[src/sv/dpb_pkg.sv]
// ----------------------------------------------------------------------------
// dpb_pkg
// shared types, constants and helpers of the depth pixel back-projection block
// ----------------------------------------------------------------------------
package dpb_pkg;

  localparam int unsigned MAX_DIM   = 4096;
  localparam int unsigned CNT_W     = 12;
  localparam int unsigned DIM_W     = 13;
  localparam int unsigned ITER_W    = 6;
  localparam logic [5:0]  ITER_Z    = 6'd32;
  localparam logic [5:0]  ITER_XY   = 6'd48;

  localparam logic [2:0] REG_DEPTH_SCALE  = 3'd0;
  localparam logic [2:0] REG_CENTER_X     = 3'd1;
  localparam logic [2:0] REG_CENTER_Y     = 3'd2;
  localparam logic [2:0] REG_FOCAL_X      = 3'd3;
  localparam logic [2:0] REG_FOCAL_Y      = 3'd4;
  localparam logic [2:0] REG_IMAGE_WIDTH  = 3'd5;
  localparam logic [2:0] REG_IMAGE_HEIGHT = 3'd6;

  typedef struct packed {
    logic [15:0] depth_scale;
    logic [15:0] center_x;
    logic [15:0] center_y;
    logic [15:0] focal_x;
    logic [15:0] focal_y;
    logic [12:0] image_width;
    logic [12:0] image_height;
  } cfg_t;

  typedef struct packed {
    logic start_z;
    logic start_x;
    logic start_y;
    logic load_out;
  } cmd_t;

  typedef struct packed {
    logic div_busy;
    logic out_free;
  } sts_t;

  function automatic logic [12:0] eff_dim(input logic [12:0] v);
    logic [12:0] r;
    r = v;
    if (v == 13'd0) r = 13'd1;
    else if (v > 13'(MAX_DIM)) r = 13'(MAX_DIM);
    return r;
  endfunction

  function automatic logic [15:0] eff_div(input logic [15:0] v);
    return (v == 16'd0) ? 16'd1 : v;
  endfunction

  // magnitude quotient to signed 48 bits, saturated
  function automatic logic [47:0] sat48(input logic [47:0] q, input logic neg);
    logic [47:0] r;
    if (neg) begin
      r = (q > 48'h8000_0000_0000) ? 48'h8000_0000_0000 : (48'd0 - q);
    end else begin
      r = q[47] ? 48'h7FFF_FFFF_FFFF : q;
    end
    return r;
  endfunction

endpackage

[src/sv/dpb_regs.sv]
// ----------------------------------------------------------------------------
// dpb_regs
// configuration register file behind the apb-style port
// ----------------------------------------------------------------------------
module dpb_regs
  import dpb_pkg::*;
(
  input  logic        clk_i,
  input  logic        rst_ni,
  input  logic        psel,
  input  logic        penable,
  input  logic        pwrite,
  input  logic [4:0]  paddr,
  input  logic [31:0] pwdata,
  output logic [31:0] prdata,
  output logic        pready,
  output cfg_t        cfg_o
);

  cfg_t        cfg_q;
  logic        wr_en;
  logic [2:0]  idx;

  assign pready = 1'b1;
  assign idx    = paddr[4:2];
  assign wr_en  = psel && penable && pwrite;
  assign cfg_o  = cfg_q;

  always_ff @(posedge clk_i or negedge rst_ni) begin
    if (!rst_ni) begin
      cfg_q.depth_scale  <= 16'd1000;
      cfg_q.center_x     <= 16'd5120;
      cfg_q.center_y     <= 16'd3840;
      cfg_q.focal_x      <= 16'd8400;
      cfg_q.focal_y      <= 16'd8400;
      cfg_q.image_width  <= 13'd640;
      cfg_q.image_height <= 13'd480;
    end else if (wr_en) begin
      case (idx)
        REG_DEPTH_SCALE:  cfg_q.depth_scale  <= pwdata[15:0];
        REG_CENTER_X:     cfg_q.center_x     <= pwdata[15:0];
        REG_CENTER_Y:     cfg_q.center_y     <= pwdata[15:0];
        REG_FOCAL_X:      cfg_q.focal_x      <= pwdata[15:0];
        REG_FOCAL_Y:      cfg_q.focal_y      <= pwdata[15:0];
        REG_IMAGE_WIDTH:  cfg_q.image_width  <= pwdata[12:0];
        REG_IMAGE_HEIGHT: cfg_q.image_height <= pwdata[12:0];
        default: ;
      endcase
    end
  end

  always_comb begin
    case (idx)
      REG_DEPTH_SCALE:  prdata = {16'd0, cfg_q.depth_scale};
      REG_CENTER_X:     prdata = {16'd0, cfg_q.center_x};
      REG_CENTER_Y:     prdata = {16'd0, cfg_q.center_y};
      REG_FOCAL_X:      prdata = {16'd0, cfg_q.focal_x};
      REG_FOCAL_Y:      prdata = {16'd0, cfg_q.focal_y};
      REG_IMAGE_WIDTH:  prdata = {19'd0, cfg_q.image_width};
      REG_IMAGE_HEIGHT: prdata = {19'd0, cfg_q.image_height};
      default:          prdata = 32'd0;
    endcase
  end

endmodule

[src/sv/dpb_ctrl.sv]
// ----------------------------------------------------------------------------
// dpb_ctrl
// sequencer: z division, then x and y divisions, then result hand-off
// ----------------------------------------------------------------------------
module dpb_ctrl
  import dpb_pkg::*;
(
  input  logic clk_i,
  input  logic rst_ni,
  input  logic in_valid_i,
  output logic in_stall_o,
  input  sts_t sts_i,
  output cmd_t cmd_o
);

  localparam logic [1:0] S_IDLE = 2'd0;
  localparam logic [1:0] S_DIVZ = 2'd1;
  localparam logic [1:0] S_DIVX = 2'd2;
  localparam logic [1:0] S_DIVY = 2'd3;

  logic [1:0] state_q, state_d;

  assign in_stall_o = (state_q != S_IDLE);

  always_comb begin
    state_d = state_q;
    cmd_o   = '0;
    case (state_q)
      S_IDLE: begin
        if (in_valid_i) begin
          cmd_o.start_z = 1'b1;
          state_d       = S_DIVZ;
        end
      end
      S_DIVZ: begin
        if (!sts_i.div_busy) begin
          cmd_o.start_x = 1'b1;
          state_d       = S_DIVX;
        end
      end
      S_DIVX: begin
        if (!sts_i.div_busy) begin
          cmd_o.start_y = 1'b1;
          state_d       = S_DIVY;
        end
      end
      S_DIVY: begin
        if (!sts_i.div_busy && sts_i.out_free) begin
          cmd_o.load_out = 1'b1;
          state_d        = S_IDLE;
        end
      end
      default: state_d = S_IDLE;
    endcase
  end

  always_ff @(posedge clk_i or negedge rst_ni) begin
    if (!rst_ni) begin
      state_q <= S_IDLE;
    end else begin
      state_q <= state_d;
    end
  end

endmodule

[src/sv/dpb_datapath.sv]
// ----------------------------------------------------------------------------
// dpb_datapath
// pixel counters, shared restoring divider with input multiplier, output register
// ----------------------------------------------------------------------------
module dpb_datapath
  import dpb_pkg::*;
(
  input  logic               clk_i,
  input  logic               rst_ni,
  input  cfg_t               cfg_i,
  input  cmd_t               cmd_i,
  output sts_t               sts_o,
  input  logic [15:0]        depth_i,
  input  logic [23:0]        color_i,
  output logic               out_valid_o,
  input  logic               out_stall_i,
  output logic signed [47:0] point_x_o,
  output logic signed [47:0] point_y_o,
  output logic [31:0]        point_z_o,
  output logic [23:0]        color_out_o,
  output logic [11:0]        pixel_col_o,
  output logic [11:0]        pixel_row_o,
  output logic               frame_end_o
);

  logic [CNT_W-1:0] col_q, row_q;
  logic [CNT_W-1:0] item_col_q, item_row_q;
  logic             item_end_q;
  logic [23:0]      color_q;
  logic [31:0]      z_q;
  logic [47:0]      x_q;

  logic [47:0]       dvd_q;
  logic [15:0]       rem_q, div_q;
  logic [ITER_W-1:0] cnt_q;
  logic              div_busy;
  logic [16:0]       trial;
  logic              fits;

  logic        out_valid_q;
  logic [47:0] out_x_q, out_y_q;
  logic [31:0] out_z_q;
  logic [23:0] out_color_q;
  logic [11:0] out_col_q, out_row_q;
  logic        out_end_q;

  logic [DIM_W-1:0] w_eff, h_eff;
  logic             row_last, frame_last;
  logic [15:0]      px, py, mag_x, mag_y;
  logic             neg_x, neg_y;
  logic [31:0]      z_now;

  assign w_eff      = eff_dim(cfg_i.image_width);
  assign h_eff      = eff_dim(cfg_i.image_height);
  assign row_last   = ({1'b0, col_q} + 13'd1) >= w_eff;
  assign frame_last = row_last && (({1'b0, row_q} + 13'd1) >= h_eff);

  // offsets from the principal point, Q.4
  assign px    = {item_col_q, 4'd0};
  assign py    = {item_row_q, 4'd0};
  assign neg_x = px < cfg_i.center_x;
  assign neg_y = py < cfg_i.center_y;
  assign mag_x = neg_x ? (cfg_i.center_x - px) : (px - cfg_i.center_x);
  assign mag_y = neg_y ? (cfg_i.center_y - py) : (py - cfg_i.center_y);
  assign z_now = dvd_q[31:0];

  assign div_busy = (cnt_q != '0);
  assign trial    = {rem_q, dvd_q[47]};
  assign fits     = trial >= {1'b0, div_q};

  assign sts_o.div_busy = div_busy;
  assign sts_o.out_free = !out_valid_q || !out_stall_i;

  // pixel counters
  always_ff @(posedge clk_i or negedge rst_ni) begin
    if (!rst_ni) begin
      col_q <= '0;
      row_q <= '0;
    end else if (cmd_i.start_z) begin
      if (row_last) begin
        col_q <= '0;
        row_q <= frame_last ? '0 : row_q + 12'd1;
      end else begin
        col_q <= col_q + 12'd1;
      end
    end
  end

  always_ff @(posedge clk_i) begin
    if (cmd_i.start_z) begin
      item_col_q <= col_q;
      item_row_q <= row_q;
      item_end_q <= frame_last;
      color_q    <= color_i;
    end
    if (cmd_i.start_x) begin
      z_q <= z_now;
    end
    if (cmd_i.start_y) begin
      x_q <= sat48(dvd_q, neg_x);
    end
  end

  // one quotient bit per cycle
  always_ff @(posedge clk_i or negedge rst_ni) begin
    if (!rst_ni) begin
      cnt_q <= '0;
    end else if (cmd_i.start_z) begin
      cnt_q <= ITER_Z;
    end else if (cmd_i.start_x || cmd_i.start_y) begin
      cnt_q <= ITER_XY;
    end else if (div_busy) begin
      cnt_q <= cnt_q - 6'd1;
    end
  end

  always_ff @(posedge clk_i) begin
    if (cmd_i.start_z) begin
      dvd_q <= {depth_i, 32'd0};
      div_q <= eff_div(cfg_i.depth_scale);
      rem_q <= '0;
    end else if (cmd_i.start_x) begin
      dvd_q <= 48'(mag_x) * 48'(z_now);
      div_q <= eff_div(cfg_i.focal_x);
      rem_q <= '0;
    end else if (cmd_i.start_y) begin
      dvd_q <= 48'(mag_y) * 48'(z_q);
      div_q <= eff_div(cfg_i.focal_y);
      rem_q <= '0;
    end else if (div_busy) begin
      dvd_q <= {dvd_q[46:0], fits};
      rem_q <= fits ? 16'(trial - {1'b0, div_q}) : trial[15:0];
    end
  end

  // output register
  always_ff @(posedge clk_i or negedge rst_ni) begin
    if (!rst_ni) begin
      out_valid_q <= 1'b0;
    end else if (cmd_i.load_out) begin
      out_valid_q <= 1'b1;
    end else if (!out_stall_i) begin
      out_valid_q <= 1'b0;
    end
  end

  always_ff @(posedge clk_i) begin
    if (cmd_i.load_out) begin
      out_x_q     <= x_q;
      out_y_q     <= sat48(dvd_q, neg_y);
      out_z_q     <= z_q;
      out_color_q <= color_q;
      out_col_q   <= item_col_q;
      out_row_q   <= item_row_q;
      out_end_q   <= item_end_q;
    end
  end

  assign out_valid_o = out_valid_q;
  assign point_x_o   = out_x_q;
  assign point_y_o   = out_y_q;
  assign point_z_o   = out_z_q;
  assign color_out_o = out_color_q;
  assign pixel_col_o = out_col_q;
  assign pixel_row_o = out_row_q;
  assign frame_end_o = out_end_q;

  a_start_idle: assert property (@(posedge clk_i) disable iff (!rst_ni)
    (cmd_i.start_z || cmd_i.start_x || cmd_i.start_y) |-> !div_busy)
    else $error("divider started while busy");

  a_start_runs: assert property (@(posedge clk_i) disable iff (!rst_ni)
    (cmd_i.start_z || cmd_i.start_x || cmd_i.start_y) |=> div_busy)
    else $error("divider did not start");

  a_load_free: assert property (@(posedge clk_i) disable iff (!rst_ni)
    cmd_i.load_out |-> (!div_busy && (!out_valid_q || !out_stall_i)))
    else $error("result loaded over a pending transfer");

  a_valid_src: assert property (@(posedge clk_i) disable iff (!rst_ni)
    $rose(out_valid_q) |-> $past(cmd_i.load_out))
    else $error("result valid without load");

endmodule

[src/sv/depth_pixel_backprojection.sv]
// ----------------------------------------------------------------------------
// depth_pixel_backprojection
// pinhole back-projection of a raster depth stream into camera-frame points
// ----------------------------------------------------------------------------
// order: the z division, then the x and y divisions on the one radix-2 divider,
//   then a hand-over of the result into the output register
// pixels: one at a time, held by the shared divider; the next pixel
//   is taken while a finished result waits in the output register
// reset: counters clear to zero, registers take their documented defaults
module depth_pixel_backprojection
  import dpb_pkg::*;
(
  input  logic               clk_i,
  input  logic               rst_ni,
  input  logic               psel,
  input  logic               penable,
  input  logic               pwrite,
  input  logic [4:0]         paddr,
  input  logic [31:0]        pwdata,
  output logic [31:0]        prdata,
  output logic               pready,
  input  logic               in_valid_i,
  output logic               in_stall_o,
  input  logic [15:0]        depth_i,
  input  logic [23:0]        color_i,
  output logic               out_valid_o,
  input  logic               out_stall_i,
  output logic signed [47:0] point_x_o,
  output logic signed [47:0] point_y_o,
  output logic [31:0]        point_z_o,
  output logic [23:0]        color_out_o,
  output logic [11:0]        pixel_col_o,
  output logic [11:0]        pixel_row_o,
  output logic               frame_end_o
);

  cfg_t cfg;
  cmd_t cmd;
  sts_t sts;

  dpb_regs u_regs (
    .clk_i   (clk_i),
    .rst_ni  (rst_ni),
    .psel    (psel),
    .penable (penable),
    .pwrite  (pwrite),
    .paddr   (paddr),
    .pwdata  (pwdata),
    .prdata  (prdata),
    .pready  (pready),
    .cfg_o   (cfg)
  );

  dpb_ctrl u_ctrl (
    .clk_i      (clk_i),
    .rst_ni     (rst_ni),
    .in_valid_i (in_valid_i),
    .in_stall_o (in_stall_o),
    .sts_i      (sts),
    .cmd_o      (cmd)
  );

  dpb_datapath u_dp (
    .clk_i       (clk_i),
    .rst_ni      (rst_ni),
    .cfg_i       (cfg),
    .cmd_i       (cmd),
    .sts_o       (sts),
    .depth_i     (depth_i),
    .color_i     (color_i),
    .out_valid_o (out_valid_o),
    .out_stall_i (out_stall_i),
    .point_x_o   (point_x_o),
    .point_y_o   (point_y_o),
    .point_z_o   (point_z_o),
    .color_out_o (color_out_o),
    .pixel_col_o (pixel_col_o),
    .pixel_row_o (pixel_row_o),
    .frame_end_o (frame_end_o)
  );

endmodule

[config.mk]
export PLATFORM = sky130hd
export DESIGN_NAME = depth_pixel_backprojection
export DESIGN_NICKNAME = d
export VERILOG_FILES = /design/src/sv/dpb_pkg.sv /design/src/sv/dpb_regs.sv /design/src/sv/dpb_ctrl.sv /design/src/sv/dpb_datapath.sv /design/src/sv/depth_pixel_backprojection.sv
export SDC_FILE = /design/constraint.sdc
export NUM_CORES = 2
export LEC_CHECK = 0
export BUFFER_PORTS_ARGS = -buffer_cell sky130_fd_sc_hd__buf_2
export CORE_MARGIN = 2
export CORE_UTILIZATION = 40
export CTS_BUF_LIST = sky130_fd_sc_hd__clkbuf_8
export DETAILED_ROUTE_END_ITERATION = 12
export PLACE_DENSITY_LB_ADDON = 0.2
export SYNTH_ARGS = -nofsm -noshare
export SYNTH_HDL_FRONTEND = slang
export SYNTH_SLANG_ARGS = --single-unit
[constraint.sdc]
create_clock -name clk_i -period 21.9 [get_ports clk_i]
set_clock_uncertainty 0.1 [all_clocks]
set_input_delay 4.38 -clock clk_i [delete_from_list [all_inputs] [get_ports clk_i]]
set_output_delay 4.38 -clock clk_i [all_outputs]
set_load 0.05 [all_outputs]
==> results.toml <==
[run_status]
status = "finished, final reports clean"

[cells_and_area]
drive_gt1_share_pct = 10.7
final_cells = 8322
fin_util_pct = 43.9
nets = 7580
stdcell_area_um2 = 63800
syn2layout_area_growth_pct = 9.45

[setup_path]
cp-start-kind = "input port"
r2r-start = "u_regs.cfg_o[74]$_DFFE_PN0P_"
crit_path_end_kind = "primary output"
r2r_cells = 35
crit_fanout = 39
critPathArrivalTime_ps = 6980
path_class = "input port to primary output"
startpoint = "paddr[2]"
cp_data_required_time_ps = 17420

[drt]
vias = 44700
finalWirelength_um = 176000
first_pass_iters = 8
post-route-drc-count = 0
final_antenna_net_count = 0
wl_per_cell_um = 21.1
drt_iter0_markers = 3271
vias_per_cell = 5.37

[synthesis]
synth-seq-cells = 525
synthDistinctLibCells = 80
netlist_area_um2 = 58300
yosysWarningCount = 0
avgSynthCellArea_um2 = 9.39
synth_edf_count = 338
synth_cells = 6205
synth_flop_cell = "edfxtp_1"
async_reset_ff_share_pct = 26.5
ys_seq_area_share_pct = 25.1

[timing]
setup_tns_ps = 0
finalSetupViolCount = 0
rsz0062_at_grt = "false"
fin_crit_sh_pct = 52.3
layout_min_cycle_time_ps = 11460
worst_slew_pin_slew_ps = 1220
maxSlewHeadroom_pct = 18.5
hold_violations = 0
fmax_mhz = 87.3
final_max_slew_viol_count = 0

[floorplan]
io_pins = 296
fp.dieW_um = 386
fp.dieH_um = 386
core_area_um2 = 145000
dieArea_um2 = 149000
initial_core_util_pct = 40.1
rows = 140

[hold_path]
hp-class = "flip-flop to flip-flop"
holdPathStages = 0
worstHoldStart = "u_dp.item_end_q$_DFFE_PP_"

[placed_design]
gp_congestion = 0.919
io_buffers = 260
placed_cells = 8137
place_area_um2 = 61700
dp_hpwl_um = 132000

[cts]
postCtsSetupRepairBufs = 0
htree_levels = 3
clock_latency_ps = 830
cts_buffers = 97
tritoncts = "built"
cts_hold_buf = 0
cts-root-buf = "clkbuf_8"
clk_pin_slew_worst_paths_ps = 60
cts.sinks = 525
cts_buffer_depth = 3
post_cts_resized = 0

[global_route]
antenna_found_initial = 6
grt_pass1_vias = 46300
grt_pass1_wl_um = 277000
gr-total-overflow = 0
grt_usage_pct = 24.1
grt_max_degree = 73

[run]
cap_viol_max_count = 0
worst max-delay path, stage by stage:
cell	delay (ps)
buf_2	670
nor2b_1	880
nand2_1	130
o21ai_0	190
o21ai_0	170
o311ai_0	190
buf_2	350
per-stage QoR:
| stage | worst slack, ps | hold WS, ps |
|---|---|---|
| final | 10440 | 304 |
| after global routing | 9960 | 293 |
| after CTS | 10490 | 295 |
| after detailed placement | 10480 | 305 |
| after global placement | 10510 | 300 |
| after floorplan | 10530 | 300 |
cell families (layout without fill, tap and decap cells):
group | after synthesis | after routing | share of synthesized area (%)
AO/OA/AOI/OAI | 934 | 934 | 10.2
XOR/XNOR | 142 | 142 | 2.13
adder cells (fa/ha/maj) | 1177 | 1177 | 36.1
buffers and inverters | 1443 | 1624 | 9.42
flip-flops | 525 | 525 | 25.1
multiplexers | 125 | 125 | 2.52
other | 2 | 21 | 0.0129
AND/OR/NAND/NOR | 1857 | 1857 | 14.6
flip-flops by register name (all words and copies together) (netlist names), 16 cells and up:
signal,count
u_dp.color_q,24
u_dp.point_z_o,32
u_dp.point_x_o,48
u_dp.dvd_q,48
u_regs.cfg_o,106
u_dp.z_q,32
u_dp.color_out_o,24
u_dp.x_q,48
u_dp.point_y_o,48
u_dp.rem_q,16
u_dp.div_q,16
cell usage in the layout (no fill, tap or decap), drive strengths merged, types with 27 or more instances in the layout:
master     n
nor3      60
edfxtp   338
nand4     29
nor2b     27
a21o      69
o211ai    46
xnor2     83
and3      28
and2     315
a31oi     41
nand2    986
dfxtp     48
clkinv    35
mux2      82
inv     1111
or3       32
dfrtp    113
nand3     71
ha       338
buf      360
clkbuf   100
fa       839
mux2i     34
o21ai    201
a21oi    301
nor2     231
xor2      59
a211oi    36
o22a      65
cells in the mapped netlist, drive strengths merged, types with 26 or more instances:
library cell	count	share of area, %
a211oi	36	0.46
a21o	69	0.89
a21oi	301	2.6
a31oi	41	0.44
and2	315	3.4
and3	28	0.30
buf	33	0.34
clkbuf	327	2.1
dfrtp	113	4.9
dfstp	26	1.2
dfxtp	48	1.6
edfxtp	338	17
fa	839	29
ha	338	7.3
inv	1082	7.0
mux2	82	1.6
mux2i	34	0.58
nand2	986	6.4
nand3	71	0.61
nand4	29	0.31
nor2	231	1.5
nor2b	27	0.29
nor3	60	0.54
o211ai	46	0.59
o21ai	201	1.7
o22a	65	0.98
or3	32	0.34
xnor2	83	1.2
xor2	59	0.89
layer usage:
layer  up-vias  share of wire [%]  track usage [%]
met2      1375                 46             39.1
met4         4                2.5             6.18
met3       256                6.3             3.96
met5         -              0.015                0
met1     23000                 45             33.7
li1      20100                  -                -
cell type report:
| class | instances | area, um^2 |
|---|---|---|
| fillers | 14100 | 81400 |
| multi-input cells | 4252 | 38500 |
| flip-flops and latches | 525 | 14600 |
| inverters | 1083 | 4070 |
| well taps | 1917 | 2400 |
| repair buffers | 360 | 2060 |
| clock buffers | 100 | 1380 |
| clock inverters | 81 | 722 |
| diodes | 4 | 10.0 |
path summary, 6_finish.rpt:
path	end	slack [ps]
worst min register to register	u_dp.frame_end_o$_DFFE_PP_	300
worst max-delay path	prdata[9]	10440
max in group asynchronous	u_dp.cnt_q[5]$_DFFE_PN0P_	16680
min in group asynchronous	u_dp.col_q[3]$_DFFE_PN0P_	3490
worst min-delay path	u_dp.frame_end_o$_DFFE_PP_	300
worst max register to register	u_dp.dvd_q[36]$_DFFE_PP_	10620
Power is not shown: default switching activity piles up to over one toggle a cycle in this logic, so the estimate is an artifact.
